## config.mk

```make
export PLATFORM = sky130hd
export DESIGN_NAME = rational_arithmetic_unit
export DESIGN_NICKNAME = d
export VERILOG_FILES = /design/src/design/rau_pkg.sv /design/src/design/rational_arithmetic_unit.sv
export SDC_FILE = /design/constraint.sdc
export NUM_CORES = 2
export LEC_CHECK = 0
export BUFFER_PORTS_ARGS = -buffer_cell sky130_fd_sc_hd__clkbuf_2
export CORE_ASPECT_RATIO = 0.5
export CORE_MARGIN = 5
export CORE_UTILIZATION = 37
export DETAILED_ROUTE_END_ITERATION = 16
export GPL_ROUTABILITY_DRIVEN = 0
export PLACE_DENSITY = 0.52
export SETUP_SLACK_MARGIN = 0.02
export SLEW_MARGIN = 10
export SYNTH_ARGS = -nofsm -noshare
export SYNTH_HDL_FRONTEND = slang
export SYNTH_SLANG_ARGS = --single-unit
```

## constraint.sdc

```tcl
create_clock -name clk -period 26.7 [get_ports clk]
set_input_delay 1.335 -clock clk [delete_from_list [all_inputs] [get_ports clk]]
set_output_delay 1.335 -clock clk [all_outputs]
set_load 0.02 [all_outputs]
```

## src/design/rau_pkg.sv

```systemverilog
`default_nettype none
// ----------------------------------------------------------------------------
// rau_pkg
// Shared types and constants for the rational arithmetic unit.
// ----------------------------------------------------------------------------
package rau_pkg;

  localparam int WORD_BITS = 32;
  localparam int MAG_BITS  = 2 * WORD_BITS + 1;
  localparam int CNT_BITS  = 7;

  localparam logic [2:0] FN_NORM = 3'd0;
  localparam logic [2:0] FN_ADD  = 3'd1;
  localparam logic [2:0] FN_SUB  = 3'd2;
  localparam logic [2:0] FN_MUL  = 3'd3;
  localparam logic [2:0] FN_DIV  = 3'd4;
  localparam logic [2:0] FN_EQ   = 3'd5;
  localparam logic [2:0] FN_LT   = 3'd6;
  localparam logic [2:0] FN_RSVD = 3'd7;

  localparam logic [1:0] ST_OK       = 2'd0;
  localparam logic [1:0] ST_ZERO_DEN = 2'd1;
  localparam logic [1:0] ST_DIV_ZERO = 2'd2;
  localparam logic [1:0] ST_OVERFLOW = 2'd3;

  typedef struct packed {
    logic [2:0]  func;
    logic [31:0] a_num;
    logic [31:0] a_den;
    logic [31:0] b_num;
    logic [31:0] b_den;
  } rau_in_t;

  typedef struct packed {
    logic [31:0] result_num;
    logic [30:0] result_den;
    logic        compare_true;
    logic [1:0]  status;
  } rau_out_t;

endpackage
`default_nettype wire

```

## src/design/rational_arithmetic_unit.sv

```systemverilog
`default_nettype none
// ----------------------------------------------------------------------------
// rational_arithmetic_unit
// Exact rational normalize/add/sub/mul/div/compare with binary GCD reduction.
// ----------------------------------------------------------------------------
// One request at a time: busy is high from acceptance through the result
// strobe, so the next request is taken in the cycle after the strobe at best.
// Cost is set by the shift-add multiplier (one bit a cycle, up to three
// products), the binary GCD loop (one shift or subtract a cycle) and the
// restoring dividers (one quotient bit a cycle).
// Reset (rst_n low, synchronous) returns to idle and drops out_valid.
// The receiver cannot stall: out_valid lasts exactly one cycle.
module rational_arithmetic_unit
  import rau_pkg::*;
(
  input  wire logic     clk,
  input  wire logic     rst_n,
  input  wire logic     start,
  output logic          busy,
  input  wire rau_in_t  in_req,
  output logic          out_valid,
  output rau_out_t      out_res
);

  localparam int M = MAG_BITS;

  typedef enum logic [3:0] {
    S_IDLE, S_MUL, S_MUL_NEXT, S_COMBINE, S_GCD_INIT, S_GCD_SHIFT, S_GCD_ODD,
    S_GCD_LOOP, S_DIV_NUM, S_DIV_DEN, S_FINISH
  } state_t;

  state_t         state_r;
  logic [2:0]     func_r;
  logic           na_neg_r, nb_neg_r;
  logic [31:0]    na_r, da_r, nb_r, db_r;
  // multiplier: product index selects operand pair
  logic [1:0]     mix_r;
  logic [63:0]    acc_r, mcand_r;
  logic [31:0]    mplier_r;
  logic [CNT_BITS-1:0] cnt_r;
  logic [63:0]    p0_r, p1_r, p2_r;   // t1, t2, denominator
  logic           top_neg_r;
  logic [M-1:0]   top_r;
  logic [63:0]    bot_r;
  logic [M-1:0]   gx_r, gy_r;
  logic [CNT_BITS-1:0] k_r;
  // divider
  logic [M-1:0]   quo_r, rem_r;
  logic [M-1:0]   qnum_r;
  logic           out_valid_r;
  rau_out_t       res_r;

  function automatic logic [31:0] mag32(input logic [31:0] v);
    mag32 = v[31] ? (32'd0 - v) : v;
  endfunction

  logic [M-1:0] rem_sh;
  logic [M:0]   rem_sub;
  logic [M-1:0] gcd_div;
  assign gcd_div = gx_r << k_r;
  assign rem_sh  = {rem_r[M-2:0], quo_r[M-1]};
  assign rem_sub = {1'b0, rem_sh} - {1'b0, gcd_div};

  logic [31:0] lim;
  assign lim = 32'h7FFF_FFFF;

  always_ff @(posedge clk) begin
    if (!rst_n) begin
      state_r     <= S_IDLE;
      out_valid_r <= 1'b0;
    end else begin
      out_valid_r <= 1'b0;
      unique case (state_r)
        S_IDLE: begin
          // the strobe cycle is still busy, so no request is taken then
          if (start && !out_valid_r) begin
            func_r   <= in_req.func;
            na_neg_r <= in_req.a_num[31] ^ in_req.a_den[31];
            nb_neg_r <= in_req.b_num[31] ^ in_req.b_den[31];
            na_r     <= mag32(in_req.a_num);
            da_r     <= mag32(in_req.a_den);
            nb_r     <= mag32(in_req.b_num);
            db_r     <= (in_req.b_den == 32'd0) ? 32'd1 : mag32(in_req.b_den);
            res_r    <= '{result_num: 32'd0, result_den: 31'd0,
                          compare_true: 1'b0, status: ST_OK};
            if (in_req.func == FN_RSVD) begin
              res_r.result_den <= 31'd1;
              state_r <= S_FINISH;
            end else if (in_req.a_den == 32'd0 ||
                         (in_req.func != FN_NORM && in_req.b_den == 32'd0)) begin
              res_r.status <= ST_ZERO_DEN;
              state_r <= S_FINISH;
            end else if (in_req.func == FN_DIV && in_req.b_num == 32'd0) begin
              res_r.status <= ST_DIV_ZERO;
              state_r <= S_FINISH;
            end else begin
              mix_r   <= 2'd0;
              state_r <= S_MUL_NEXT;
            end
          end
        end
        S_MUL_NEXT: begin
          // load one product: 0 na*db (na*nb for mul, na*1 for norm), 1 nb*da, 2 denominator
          acc_r <= 64'd0;
          cnt_r <= '0;
          unique case (mix_r)
            2'd0: begin
              mcand_r <= {32'd0, na_r};
              mplier_r <= (func_r == FN_NORM) ? 32'd1 :
                          (func_r == FN_MUL) ? nb_r : db_r;
            end
            2'd1: begin
              mcand_r <= {32'd0, nb_r};
              mplier_r <= da_r;
            end
            default: begin
              mcand_r <= {32'd0, da_r};
              mplier_r <= (func_r == FN_NORM) ? 32'd1 :
                          (func_r == FN_DIV) ? nb_r : db_r;
            end
          endcase
          state_r <= S_MUL;
        end
        S_MUL: begin
          if (mplier_r[0]) acc_r <= acc_r + mcand_r;
          mcand_r  <= mcand_r << 1;
          mplier_r <= mplier_r >> 1;
          cnt_r    <= cnt_r + 1'b1;
          if (cnt_r == CNT_BITS'(31)) begin
            unique case (mix_r)
              2'd0: p0_r <= mplier_r[0] ? acc_r + mcand_r : acc_r;
              2'd1: p1_r <= mplier_r[0] ? acc_r + mcand_r : acc_r;
              default: p2_r <= mplier_r[0] ? acc_r + mcand_r : acc_r;
            endcase
            if (mix_r == 2'd0 && (func_r == FN_NORM || func_r == FN_MUL ||
                                  func_r == FN_DIV))
              mix_r <= 2'd2;
            else
              mix_r <= mix_r + 2'd1;
            if (mix_r == 2'd2 || (mix_r == 2'd1 &&
                (func_r == FN_EQ || func_r == FN_LT)))
              state_r <= S_COMBINE;
            else
              state_r <= S_MUL_NEXT;
          end
        end
        S_COMBINE: begin
          bot_r <= p2_r;
          if (func_r == FN_EQ || func_r == FN_LT) begin
            // signs, zero magnitudes count as positive
            logic n1, n2;
            n1 = na_neg_r && p0_r != 64'd0;
            n2 = nb_neg_r && p1_r != 64'd0;
            if (func_r == FN_EQ)
              res_r.compare_true <= (n1 == n2) && (p0_r == p1_r);
            else if (n1 != n2)
              res_r.compare_true <= n1;
            else if (n1)
              res_r.compare_true <= p0_r > p1_r;
            else
              res_r.compare_true <= p0_r < p1_r;
            state_r <= S_FINISH;
          end else begin
            if (func_r == FN_ADD || func_r == FN_SUB) begin
              logic s2;
              s2 = nb_neg_r ^ (func_r == FN_SUB);
              if (na_neg_r == s2) begin
                top_neg_r <= na_neg_r;
                top_r <= {1'b0, p0_r} + {1'b0, p1_r};
              end else if (p0_r >= p1_r) begin
                top_neg_r <= na_neg_r;
                top_r <= {1'b0, p0_r - p1_r};
              end else begin
                top_neg_r <= s2;
                top_r <= {1'b0, p1_r - p0_r};
              end
            end else begin
              top_neg_r <= (func_r == FN_NORM) ? na_neg_r : (na_neg_r ^ nb_neg_r);
              top_r <= {1'b0, p0_r};
            end
            state_r <= S_GCD_INIT;
          end
        end
        S_GCD_INIT: begin
          if (top_r == '0) begin
            res_r.result_den <= 31'd1;
            state_r <= S_FINISH;
          end else begin
            gx_r <= top_r;
            gy_r <= {1'b0, bot_r};
            k_r  <= '0;
            state_r <= S_GCD_SHIFT;
          end
        end
        S_GCD_SHIFT: begin
          if (!gx_r[0] && !gy_r[0]) begin
            gx_r <= gx_r >> 1;
            gy_r <= gy_r >> 1;
            k_r  <= k_r + 1'b1;
          end else
            state_r <= S_GCD_ODD;
        end
        S_GCD_ODD: begin
          if (!gx_r[0]) gx_r <= gx_r >> 1;
          else state_r <= S_GCD_LOOP;
        end
        S_GCD_LOOP: begin
          if (!gy_r[0])
            gy_r <= gy_r >> 1;
          else if (gx_r > gy_r) begin
            gy_r <= gx_r - gy_r;
            gx_r <= gy_r;
          end else if (gy_r == gx_r) begin
            quo_r  <= top_r;
            rem_r  <= '0;
            cnt_r  <= '0;
            state_r <= S_DIV_NUM;
          end else
            gy_r <= gy_r - gx_r;
        end
        S_DIV_NUM, S_DIV_DEN: begin
          // restoring division, one quotient bit a cycle
          if (cnt_r == CNT_BITS'(M - 1)) begin
            cnt_r <= '0;
            rem_r <= '0;
            if (state_r == S_DIV_NUM) begin
              qnum_r <= {quo_r[M-2:0], ~rem_sub[M]};
              quo_r  <= {1'b0, bot_r};
              state_r <= S_DIV_DEN;
            end else begin
              logic [M-1:0] qd;
              qd = {quo_r[M-2:0], ~rem_sub[M]};
              if (qd > {33'd0, lim} ||
                  qnum_r > ({33'd0, lim} + {{(M-1){1'b0}}, top_neg_r})) begin
                res_r.status <= ST_OVERFLOW;
              end else begin
                res_r.result_num <= top_neg_r ? (32'd0 - qnum_r[31:0]) : qnum_r[31:0];
                res_r.result_den <= qd[30:0];
              end
              state_r <= S_FINISH;
            end
          end else begin
            if (!rem_sub[M]) begin
              rem_r <= rem_sub[M-1:0];
              quo_r <= {quo_r[M-2:0], 1'b1};
            end else begin
              rem_r <= rem_sh;
              quo_r <= {quo_r[M-2:0], 1'b0};
            end
            cnt_r <= cnt_r + 1'b1;
          end
        end
        S_FINISH: begin
          out_valid_r <= 1'b1;
          state_r <= S_IDLE;
        end
        default: state_r <= S_IDLE;
      endcase
    end
  end

  assign busy      = (state_r != S_IDLE) || out_valid_r;
  assign out_valid = out_valid_r;
  assign out_res   = res_r;

  a_one_strobe: assert property (@(posedge clk) disable iff (!rst_n)
    out_valid |=> !out_valid) else $error("result strobe longer than one cycle");
  a_busy_strobe: assert property (@(posedge clk) disable iff (!rst_n)
    out_valid |-> busy) else $error("busy low during strobe");
  a_err_zero: assert property (@(posedge clk) disable iff (!rst_n)
    (out_valid && out_res.status != ST_OK) |-> (out_res.result_den == 31'd0))
    else $error("error result with nonzero denominator");

endmodule
`default_nettype wire
```

==> results by stage <==
Logic synthesis:
- Summing the areas of all compound-gate instances in the mapped netlist gives 20.88% of the synthesized area.
- The fraction of the mapped netlist area in adder cells is 8.452%.
- The netlist area before placement is roughly 0.075 mm2.
- The average instance in the mapped netlist occupies slightly above 9 um2.
- The synthesized netlist devotes under 10% of its cell area to XOR and XNOR gates.
- The main flop type after synthesis is sky130_fd_sc_hd__edfxtp_1.
- The count of flip-flops with a built-in enable after synthesis is between 1,000 and 1,500.
- The post-synthesis mux area share is 4.127%.
- The simple logic cell fraction of the synthesized area is around 16%.
- Synthesis produced around 8,200 cells.
- The number of storage elements in the synthesis netlist is 1,026.
- The number of unique standard cell types used by synthesis is 99.
- The main combinational cell family by area after synthesis is compound AO/OA/AOI/OAI gates.
- The synthesized netlist net count is roughly 8,800.
- The fraction of the yosys area taken by sequential cells is 41.08%.
- In the synthesized netlist the async set-or-reset flop fraction comes to 0%.
- The Yosys step of the flow raised 0 warnings.

Global route:
- The via count of the first global-routing pass is approximately 60,000.
- The number of antenna violations at the first check in global routing came to 14.
- Global routing used approximately 25% of the available tracks.
- Entering global routing, the biggest net connects 161 pins.
- The overflow left after global routing is 0.
- The first-pass GRT wire length is 400,000 um.

STA:
- The final count of negative-setup-slack endpoints is 0.
- Based on the critical path, the design can be clocked at up to 147.1 MHz.
- The final count of hold timing violations is 0.
- The worst slew margin relative to its limit is 13.92%.
- The setup slack after layout is 19.90 ns.
- The transition time at the pin with the least slew margin is 1.278 ns.
- The post-route minimum period is 6.799 ns.
- The setup TNS after final layout is 0 ns.
- The worst clock skew is 0.1099 ns.
- The final-report max-slew violation count is 0.
- The worst path uses 25.47% of the clock period.
- Setup repair after global routing left no endpoint under its margin.

Clock network:
- The total setup buffers inserted after CTS is 0.
- In this run, CTS created clock tree buffers numbering 104.
- The buffer cell driving the clock tree root is sky130_fd_sc_hd__clkbuf_16.
- After clock tree synthesis, the repair step resized 0 gates.
- CTS built an H-tree with a depth of 3.
- The clock latency reported for the late side of the worst-skew pair is 0.80 ns.
- The clock passes through at most 3 buffers.
- The clock tree from TritonCTS is done.
- Clock-pin slew was measured on the worst setup and hold paths at 0.09 ns.
- The number of clock sinks is 1,026.
- After clock tree synthesis, the flow added hold-fix buffers numbering 0.

Pwr:
- The clock share of power is 28.4%.
- The power per standard cell area is 66.55 mW/mm2.
- The sequential power share is 40.5%.
- In this run switching power makes up 36.48% of total power.
- The peak supply drop is between 0.05 and 0.06 mV.
- The analysis attributes to cell leakage a power of 31.38 nW.
- The power spent charging and discharging nets is 1.989 mW.
- The combinational cell fraction of total power is 31.1%.
- Internal power comes to 3.463 mW.

Layout:
- The share of layout cells above drive strength 1 is between 8 and 9%.
- The synthesis-to-finish area growth is 9.391%.
- The final layout contains 8,734 nets.
- The core utilization of the finished layout is 40.84%.
- The final cell count without fillers is about 11,000.

Setup path:
- The worst register-to-register path begins at k_r[1]$_SDFFCE_PN0P_.
- The setup slack of the worst register-to-register path is 19.90 ns.
- The critical path is of the reg -> reg type.
- Of all nets on the critical path, the largest fanout is 80.
- The worst setup path is launched from a flip-flop.
- The worst setup path is captured at a flip-flop.
- In this run the critical register-to-register path is captured at rem_r[15]$_SDFFCE_PN0P_.
- The path depth of the worst reg2reg path is 23.
- The arrival time of data at the critical path endpoint is 7.34 ns.
- The required time reported for the critical path endpoint is 27.24 ns.

Route:
- The routed design uses 25,330 um of met3 wire.
- For this block, the routed nets add up to about 270,000 um of wire.
- For this block, wires on met1 add up to 125,200 um.
- After detailed routing, the average wire length per cell comes to 24.92 um.
- For this run, design rule violations remaining after detail routing come to 0.
- In the routed layout, each cell is associated on average with a via count of between 5 and 6.
- The detailed router finished its first iteration with 8,344 violations.
- The detailed router used layers up to and including met4.
- Summing over every cut layer, the via total after detailed routing is 64,890.
- The met2 layer wire length in the routed design is 113,500 um.
- Once detail routing completed, the nets flagged for antenna violations numbered 0.
- The length of the first detailed-routing pass in iterations is 9.

Min path:
- The worst hold path startpoint is p2_r[53]$_DFFE_PP_.
- The tightest min-delay check is of the reg -> reg type.
- The worst hold path stage count is 0.
- The path with the worst hold slack has its endpoint at bot_r[53]$_DFFE_PP_.

Placed design:
- The total placed cells including tap cells is 10,710.
- The placement-stage worst setup slack is 20.13 ns.
- The post-detailed-placement half-perimeter wirelength is roughly 210,000 um.
- The count of buffers added on input and output ports is 201.

Floorplanning:
- For this design the top-level I/O count stands at ~200.
- The overall die area is about 0.21 mm2.
- The effective utilization at floorplan is 37.33%.
- The placement row count is 116.
- The horizontal die dimension is about 650 um.
- The floorplan core area is 0.2006 mm2.
- The y dimension of the die is 328.1 um.

Run status:
- The flow ran to the end, and the final reports show no timing, DRC or antenna violations.

Run:
- The max-capacitance violation count is 0.
cells in the mapped netlist (all sizes together) (94+ instances only):
master | number | area [um2]
nand2 | 1039 | 3905
edfxtp | 1021 | 30660
a21oi | 699 | 3506
nor2 | 598 | 2252
o21ai | 597 | 2995
inv | 496 | 1862
ha | 493 | 6168
clkbuf | 384 | 1443
xnor2 | 295 | 2584
a21o | 210 | 1577
a31oi | 151 | 944.7
nand3 | 145 | 725.7
and2 | 127 | 794.5
o21bai | 119 | 893.4
nor4 | 114 | 719.4
nor3 | 113 | 575.6
xor2 | 106 | 928.4
a22oi | 103 | 773.2
nand4 | 102 | 638.1
mux2i | 95 | 950.9
o31ai | 94 | 729.4
flip-flops by register name, indices dropped and copies added, names as in the netlist, 64 cells and up:
register and flops:
gx_r 65, mcand_r 64, p0_r 64, gy_r 65
bot_r 64, rem_r 64, out_res 66, qnum_r 65
top_r 65, acc_r 64, quo_r 65, p1_r 64
p2_r 64
placed cells by master, fill, tap and decap left out, types with 46 or more instances in the layout:
cell and instances:
sky130_fd_sc_hd__nor3_1 109, sky130_fd_sc_hd__a222oi_1 83, sky130_fd_sc_hd__clkbuf_2 201, sky130_fd_sc_hd__nand2b_1 58, sky130_fd_sc_hd__nor2b_1 55, sky130_fd_sc_hd__a31oi_1 151, sky130_fd_sc_hd__and3_1 67, sky130_fd_sc_hd__xor2_1 105
sky130_fd_sc_hd__mux4_2 49, sky130_fd_sc_hd__and2_1 124, sky130_fd_sc_hd__or3_1 57, sky130_fd_sc_hd__mux2_2 92, sky130_fd_sc_hd__nand2_1 1033, sky130_fd_sc_hd__a21oi_1 694, sky130_fd_sc_hd__ha_1 491, sky130_fd_sc_hd__a211oi_1 68
sky130_fd_sc_hd__a21o_1 210, sky130_fd_sc_hd__inv_1 493, sky130_fd_sc_hd__nand4_1 102, sky130_fd_sc_hd__nor4_1 110, sky130_fd_sc_hd__edfxtp_1 1021, sky130_fd_sc_hd__o31ai_1 91, sky130_fd_sc_hd__xnor2_1 294, sky130_fd_sc_hd__clkbuf_16 104
sky130_fd_sc_hd__a22oi_1 103, sky130_fd_sc_hd__o21bai_1 119, sky130_fd_sc_hd__o211ai_1 46, sky130_fd_sc_hd__mux2i_1 95, sky130_fd_sc_hd__buf_4 75, sky130_fd_sc_hd__nand3_1 144, sky130_fd_sc_hd__nor2_1 588, sky130_fd_sc_hd__o21ai_0 587
worst max-delay path, stage by stage (launching register included):
cell and delay, ns:
sky130_fd_sc_hd__edfxtp_1 0.33, sky130_fd_sc_hd__buf_4 0.70, sky130_fd_sc_hd__nand2_1 0.10, sky130_fd_sc_hd__o21ai_0 0.20
sky130_fd_sc_hd__nor2_1 0.08, sky130_fd_sc_hd__a21oi_1 0.23, sky130_fd_sc_hd__mux2i_1 0.13, sky130_fd_sc_hd__o21ai_0 0.37
sky130_fd_sc_hd__a21oi_1 0.17, sky130_fd_sc_hd__nand2b_1 0.24, sky130_fd_sc_hd__ha_1 0.41, sky130_fd_sc_hd__nand2_1 0.10
sky130_fd_sc_hd__or3_4 0.35, sky130_fd_sc_hd__or3_1 0.38, sky130_fd_sc_hd__o311a_1 0.18, sky130_fd_sc_hd__nor3_2 0.28
sky130_fd_sc_hd__a21oi_2 0.15, sky130_fd_sc_hd__o41a_1 0.52, sky130_fd_sc_hd__o31ai_4 0.30, sky130_fd_sc_hd__o21ai_4 0.08
sky130_fd_sc_hd__buf_4 0.27, sky130_fd_sc_hd__buf_4 0.30, sky130_fd_sc_hd__or4_1 0.50, sky130_fd_sc_hd__a21oi_1 0.16
worst max path at each step:
stage,startpoint,cells past startpoint,to
after floorplan,rst_n,2,acc_r[0]$_SDFFCE_PN0P_
after CTS,k_r[1]$_SDFFCE_PN0P_,23,rem_r[15]$_SDFFCE_PN0P_
after global routing,k_r[1]$_SDFFCE_PN0P_,23,rem_r[20]$_SDFFCE_PN0P_
after global placement,k_r[1]$_SDFFCE_PN0P_,23,rem_r[20]$_SDFFCE_PN0P_
after detailed placement,k_r[1]$_SDFFCE_PN0P_,23,rem_r[20]$_SDFFCE_PN0P_
final,k_r[1]$_SDFFCE_PN0P_,23,rem_r[15]$_SDFFCE_PN0P_
area by class of cell:
cell class / count / area [um2]
fillers: 20060 / 118700
clock inverters: 68 / 798.3
inverters: 502 / 1884
multi-input cells: 6189 / 40720
repair buffers: 277 / 1589
diodes: 10 / 25.02
flip-flops and latches: 1026 / 30760
well taps: 2714 / 3396
clock buffers: 128 / 2743
power by group through the flow:
stage               Sequential (mW)  Clock, mW  Combinational (mW)
floorplan                      2.25          0                1.07
global placement               2.24          0                1.67
detailed placement             2.24          0                1.67
CTS                            2.21       1.58                1.67
global route                   2.22       1.64                1.84
finish                         2.21       1.55                1.69
stage by stage:
stage | cell area (um2) | hold WS [ns] | total power, mW
final | 81910 | 0.4141 | 5.451
after global routing | 81900 | 0.4190 | 5.698
after CTS | 81890 | 0.4111 | 5.453
after detailed placement | 78350 | 0.4045 | 3.904
after floorplan | 74880 | 0.4003 | 3.311
after global placement | 78340 | 0.4025 | 3.905
routing by layer:
metal / up-vias / global-route usage, %
met2: 2982 / 36.02
met1: 31540 / 37.02
met3: 385 / 4.396
li1: 29980 / -
met4: 0 / 6.703
met5: - / 0
kinds of logic (layout without fill, tap and decap cells):
kind of cell,Yosys count,after routing
simple gates,2584,2584
compound gates,2466,2466
flops,1026,1026
buf+inv,955,975
fa+ha+maj,502,502
xor+xnor,401,401
mux,236,236
other cells,0,10
No activity file was read; power rests on OpenSTA's default activity.
